`src/rtl/lnps_pkg.sv`:
```
// shared types and constants for the last-note priority note stack
package lnps_pkg;

   // number of held notes the stack keeps
   localparam int STACK_DEPTH = 16;
   localparam int IDX_W       = $clog2(STACK_DEPTH);
   localparam int CNT_W       = $clog2(STACK_DEPTH + 1);

   typedef logic [6:0]       note_type;
   typedef logic [CNT_W-1:0] count_type;

   // event kinds
   typedef enum logic {
      OP_NOTE_ON  = 1'b0,
      OP_NOTE_OFF = 1'b1
   } op_type;

   // one note event
   typedef struct packed {
      op_type   op;
      note_type note;
   } req_type;

   // one result word
   typedef struct packed {
      note_type   current_note;
      logic       gate;
      logic [4:0] held_count;
      logic       overflow;
   } rsp_type;

endpackage

```
`src/rtl/last_note_priority_stack.sv`:
```
// top level of the last-note priority note stack
// latency: an accepted word passes through the input register and then the result register
// throughput: one word per cycle while the result port is not stalled, one result word per input word
// the held-list update is one combinational pass between input and result registers
// reset clears the count, sounding note, gate and both valid flags; list entries are not cleared
module last_note_priority_stack (
   input  logic              clock,
   input  logic              reset,
   input  logic              req_valid,
   output logic              req_ready,
   input  lnps_pkg::req_type req_word,
   output logic              rsp_valid,
   input  logic              rsp_ready,
   output lnps_pkg::rsp_type rsp_word
);
   import lnps_pkg::*;

   req_type in_ff;
   logic    in_valid_ff;
   rsp_type rsp_ff, rsp_in;
   logic    rsp_valid_ff;
   logic    advance;

   // move the held word on when the result register is free or being taken
   assign advance   = in_valid_ff && (!rsp_valid_ff || rsp_ready);
   assign req_ready = !in_valid_ff || advance;

   // input register
   always_ff @(posedge clock) begin
      if (reset) begin
         in_valid_ff <= 1'b0;
      end else if (req_ready) begin
         in_valid_ff <= req_valid;
      end
   end

   always_ff @(posedge clock) begin
      if (req_valid && req_ready) begin
         in_ff <= req_word;
      end
   end

   lnps_note_list u_note_list (
      .clock  (clock),
      .reset  (reset),
      .commit (advance),
      .item   (in_ff),
      .result (rsp_in)
   );

   // result register
   always_ff @(posedge clock) begin
      if (reset) begin
         rsp_valid_ff <= 1'b0;
      end else if (advance) begin
         rsp_valid_ff <= 1'b1;
      end else if (rsp_ready) begin
         rsp_valid_ff <= 1'b0;
      end
   end

   always_ff @(posedge clock) begin
      if (advance) begin
         rsp_ff <= rsp_in;
      end
   end

   assign rsp_valid = rsp_valid_ff;
   assign rsp_word  = rsp_ff;

endmodule

```
`src/rtl/lnps_note_list.sv`:
```
// held-note list with its match, compaction and append logic
module lnps_note_list (
   input  logic             clock,
   input  logic             reset,
   input  logic             commit,
   input  lnps_pkg::req_type item,
   output lnps_pkg::rsp_type result
);
   import lnps_pkg::*;

   note_type  list_ff [STACK_DEPTH];
   note_type  list_in [STACK_DEPTH];
   note_type  removed [STACK_DEPTH];
   count_type count_ff, count_in;
   note_type  sound_ff, sound_in;
   logic      gate_ff, gate_in;
   logic      ovf;

   logic [STACK_DEPTH-1:0] match;
   logic [STACK_DEPTH-1:0] shift;
   logic                   hit;
   logic                   full;
   count_type              cnt_rm;
   logic [IDX_W-1:0]       top_idx;

   // find the held copy of the note (the list never holds duplicates)
   always_comb begin
      for (int i = 0; i < STACK_DEPTH; i++) begin
         match[i] = (count_type'(i) < count_ff) && (list_ff[i] == item.note);
      end
      hit = |match;
   end

   // entries at or above the match move down one place
   always_comb begin
      for (int i = 0; i < STACK_DEPTH; i++) begin
         shift[i] = 1'b0;
         for (int j = 0; j < STACK_DEPTH; j++) begin
            if (j <= i) begin
               shift[i] = shift[i] | match[j];
            end
         end
      end
      for (int i = 0; i < STACK_DEPTH; i++) begin
         if (shift[i] && (i < STACK_DEPTH - 1)) begin
            removed[i] = list_ff[IDX_W'(i + 1)];
         end else begin
            removed[i] = list_ff[i];
         end
      end
      cnt_rm  = count_ff - count_type'(hit);
      full    = (cnt_rm == count_type'(STACK_DEPTH));
      top_idx = IDX_W'(cnt_rm - count_type'(1));
   end

   // append on note-on, pick the newest held note on note-off
   always_comb begin
      list_in  = removed;
      count_in = cnt_rm;
      sound_in = sound_ff;
      gate_in  = gate_ff;
      ovf      = 1'b0;
      unique case (item.op)
         OP_NOTE_ON: begin
            for (int i = 0; i < STACK_DEPTH; i++) begin
               if (full) begin
                  if (i == STACK_DEPTH - 1) begin
                     list_in[i] = item.note;
                  end else begin
                     list_in[i] = removed[IDX_W'(i + 1)];
                  end
               end else if (count_type'(i) == cnt_rm) begin
                  list_in[i] = item.note;
               end
            end
            count_in = full ? count_type'(STACK_DEPTH) : cnt_rm + count_type'(1);
            sound_in = item.note;
            gate_in  = 1'b1;
            ovf      = full;
         end
         OP_NOTE_OFF: begin
            if (cnt_rm != '0) begin
               sound_in = removed[top_idx];
               gate_in  = 1'b1;
            end else begin
               gate_in  = 1'b0;
            end
         end
         default: begin
            gate_in = gate_ff;
         end
      endcase
   end

   assign result.current_note = sound_in;
   assign result.gate         = gate_in;
   assign result.held_count   = 5'(count_in);
   assign result.overflow     = ovf;

   // list storage, no reset needed: only entries below the count are read
   always_ff @(posedge clock) begin
      if (commit) begin
         list_ff <= list_in;
      end
   end

   // count, sounding note and gate
   always_ff @(posedge clock) begin
      if (reset) begin
         count_ff <= '0;
         sound_ff <= '0;
         gate_ff  <= 1'b0;
      end else if (commit) begin
         count_ff <= count_in;
         sound_ff <= sound_in;
         gate_ff  <= gate_in;
      end
   end

   // count never exceeds the depth
   a_count_bound: assert property (@(posedge clock) disable iff (reset)
      count_ff <= count_type'(STACK_DEPTH))
      else $error("held count above depth");

   // gate high exactly while notes are held
   a_gate_count: assert property (@(posedge clock) disable iff (reset)
      gate_ff == (count_ff != '0))
      else $error("gate disagrees with held count");

   // a note-on makes its note sound
   a_note_on: assert property (@(posedge clock) disable iff (reset)
      commit && (item.op == OP_NOTE_ON) |=> gate_ff && (sound_ff == $past(item.note)))
      else $error("note-on did not take effect");

   // overflow only from a full list
   a_overflow: assert property (@(posedge clock) disable iff (reset)
      commit && ovf |-> (count_ff == count_type'(STACK_DEPTH)))
      else $error("overflow without a full list");

endmodule
```
`config.mk`:
```
export PLATFORM = sky130hd
export DESIGN_NAME = last_note_priority_stack
export DESIGN_NICKNAME = d
export VERILOG_FILES = /design/src/rtl/lnps_pkg.sv /design/src/rtl/last_note_priority_stack.sv /design/src/rtl/lnps_note_list.sv
export SDC_FILE = /design/constraint.sdc
export NUM_CORES = 1
export LEC_CHECK = 0
export ABC_AREA = 1
export BUFFER_PORTS_ARGS = -buffer_cell sky130_fd_sc_hd__buf_2
export CORE_MARGIN = 1.5
export CORE_UTILIZATION = 50
export CTS_BUF_LIST = sky130_fd_sc_hd__clkbuf_16
export DETAILED_ROUTE_END_ITERATION = 8
export PLACE_DENSITY = 0.76
export SYNTH_ARGS = -nofsm -noshare
export SYNTH_HDL_FRONTEND = slang
export SYNTH_SLANG_ARGS = --single-unit
```
`constraint.sdc`:
```
create_clock -name clock -period 12.4 [get_ports clock]
set_input_delay 0.62 -clock clock [delete_from_list [all_inputs] [get_ports clock]]
set_output_delay 0.62 -clock clock [all_outputs]
set_load 0.05 [all_outputs]
```
==> results.ini <==
[outcome]
outcome = finished clean

[cells_and_area]
seqCellArea_mm2 = 0.00430
final_nets = 1310
multi_input_area_mm2 = 0.00488
area_delta_synth_final_pct = 8.53
n_antenna_cell = 0
nFillCells = 1877
utilization_pct = 55.8
layout-drive-gt1-share_pct = 11.0

[die]
start_util_pct = 51.4
num_rows = 51
fp.dieArea_mm2 = 0.0210
die_w_um = 145
core_mm2 = 0.0196
die_y_um = 145
ios = 28

[clocking]
path_clk_slew_ps = 70
clock_sinks = 148
hold_buffers = 0
postCtsSetupBuffers = 0
htreeDepth = 4
clk_latency_ps = 440
cts_buffer_depth = 2
cts_tree = done
root_buffer = clkbuf_16
numCtsBuffers = 17
cts-resized-gates = 0

[routing]
wl_met2_um = 15100
drt_first_pass_iters = 8
met3_wirelength_um = 4200
postRouteWirelength_um = 35100
antenna_left = 0
post_drt_wl_per_cell_um = 22.4
met1_length_um = 14400
via_per_inst = 6.20
drc = 0
num_vias = 9726
highest_layer = met4
dr.first_iter.drc_count = 1554

[timing]
relSlewSlack_pct = 25.7
setup-violations-final = 0
fin_crit_ps = 7010
period_share_pct = 56.6
final_hold_viol_count = 0
fin_worst_skew_ps = 11.5
clock.fmax_mhz = 143
rsz0062_at_grt = false
tightest_slew_ps = 1110
slew_viol_final = 0
fin_tns_setup_ps = 0

[grt]
grt_pass1_wl_um = 53200
grt_usage_pct = 33.4
antenna_found_initial = 0
first_global_vias = 9018
grt_overflow_total = 0
grt_max_degree = 73

[min_path]
hold_path_class = in -> reg

[power_and_ir_drop]
p_switching_mw = 0.568
pwr-share-seq_pct = 37.7
report.power.total_mw = 1.59
clock_power_share_pct = 35.8
p_sw_share_pct = 35.7
p_per_area_mw_per_mm2 = 145
p_leak_nw = 4.58
p_comb_share_pct = 26.5
peakVddDrop_mv = 0.104
internal_power_mw = 1.02

[setup_path]
crit_fanout = 34
slowest_delay_ps = 1040
crit_top_cell = nand2_1
required_ps = 12780
slowest_stage = edfxtp_1
path_class = reg -> reg
worstPathArrival_ps = 7390
startpoint_type = flip-flop
end_kind = flip-flop

[yosys]
ys_warn_count = 0
synth.area.top_cells = edfxtp_1, nand2_1, nand3_1
synth.net_count = 1311
synth_top_area_share_pct = 40.0
syn_inst = 1292
syn_area_mm2 = 0.0101
synth_cell_type_count = 52
ys_ff_latch = 148
yosys.area.top_type = edfxtp_1
avgSynthCellArea_um2 = 7.80
ys_seq_area_share_pct = 42.7

[place]
port_buffers = 27
place_congestion = 0.986
dp_hpwl_um = 24200

[flow_run]
maxCapViolCount = 0

==> logic make-up (layout without fill, tap and decap cells) <==
logic type,Yosys count,count (layout),synth area share [%]
and+or+nand+nor,616,616,27.4
AOI/OAI and AO/OA,260,260,15.2
buffers and inverters,204,216,8.77
DFF,148,148,42.7
xor gates and xnor gates,57,57,5.03
adders and majority gates,7,7,0.870
==> synth_stat cells (all sizes together) <==
cell / number
a2111o: 1
a2111oi: 1
a211o: 1
a211oi: 4
a21o: 3
a21oi: 68
a221oi: 2
a22oi: 3
a31oi: 27
and2: 2
buf: 34
clkbuf: 26
clkinv: 2
dfxtp: 14
edfxtp: 134
ha: 7
inv: 142
nand2: 344
nand3: 115
nand3b: 1
nand4: 31
nor2: 108
nor3: 6
nor4: 4
o2111ai: 1
o211ai: 10
o21ai: 88
o221a: 2
o221ai: 8
o22ai: 41
or2: 5
xnor2: 23
xor2: 34
==> area by class of cell <==
class | count | area share, %
inverter | 144 | 5.01
multi-input combinational | 940 | 44.7
sequential | 148 | 39.4
clock inverter | 15 | 1.88
clock buffer | 17 | 3.89
tap | 265 | 3.03
timing repair buffer | 40 | 2.13
==> sequential cells by signal, indices dropped and copies added, names as in the netlist <==
signal and flops:
in_ff 8, in_valid_ff 1, rsp_valid 1, rsp_word 14, u_note_list.count_ff 5, u_note_list.list_ff 112, u_note_list.sound_ff 7
==> power by group through the flow <==
stage / Sequential [mW] / Combinational (mW) / Clock [mW]
after floorplan: 0.612 / 0.280 / 0
after global placement: 0.608 / 0.405 / 0
after detailed placement: 0.608 / 0.406 / 0
after CTS: 0.598 / 0.409 / 0.568
after global routing: 0.601 / 0.457 / 0.586
final: 0.599 / 0.421 / 0.569
==> metal layers <==
| metal | up-vias | GRT usage (%) |
|---|---|---|
| met4 | 0 | 14.5 |
| met5 | - | 0 |
| li1 | 4429 | - |
| met1 | 4488 | 46.8 |
| met3 | 112 | 6.76 |
| met2 | 697 | 50.1 |
==> cell usage in the layout (no fill, tap or decap), drive strengths merged, types with 4 or more instances in the layout <==
master	instances
clkbuf	17
buf	40
or2	5
xnor2	23
nand2	344
o22ai	41
o221ai	8
nor4	4
a21oi	68
edfxtp	134
a31oi	27
a211oi	4
inv	153
o211ai	10
nor3	6
nand3	115
nor2	108
xor2	34
o21ai	88
ha	7
dfxtp	14
nand4	31
==> per-stage QoR <==
step | setup slack [ps] | cells | hold slack [ps] | area (um2)
2_1_floorplan | 8470 | 1292 | 428 | 10100
3_3_place_gp | 5680 | 1537 | 491 | 10300
3_5_place_dp | 5540 | 1537 | 494 | 10300
4_1_cts | 5440 | 1569 | 352 | 10900
5_1_grt | 4780 | 1569 | 358 | 10900
6_report | 5390 | 1569 | 356 | 10900
==> worst paths after layout <==
path,from,end,slack (ps),cells past startpoint
min,req_word[7],in_ff[7],360,1
max,in_ff[1],u_note_list.sound_ff[2],5390,26
min reg2reg,rsp_valid,rsp_valid,510,2
max reg2reg,in_ff[1],u_note_list.sound_ff[2],5390,26
==> critical path, delay by kind of cell, from the launching register on <==
kind / cells / cell delay [ps]
simple gates: 14 / 1790
fa+ha+maj: 3 / 1600
buf+inv: 4 / 1470
flops: 1 / 1040
compound gates: 5 / 1030
(Power assumes the default switching activity.)
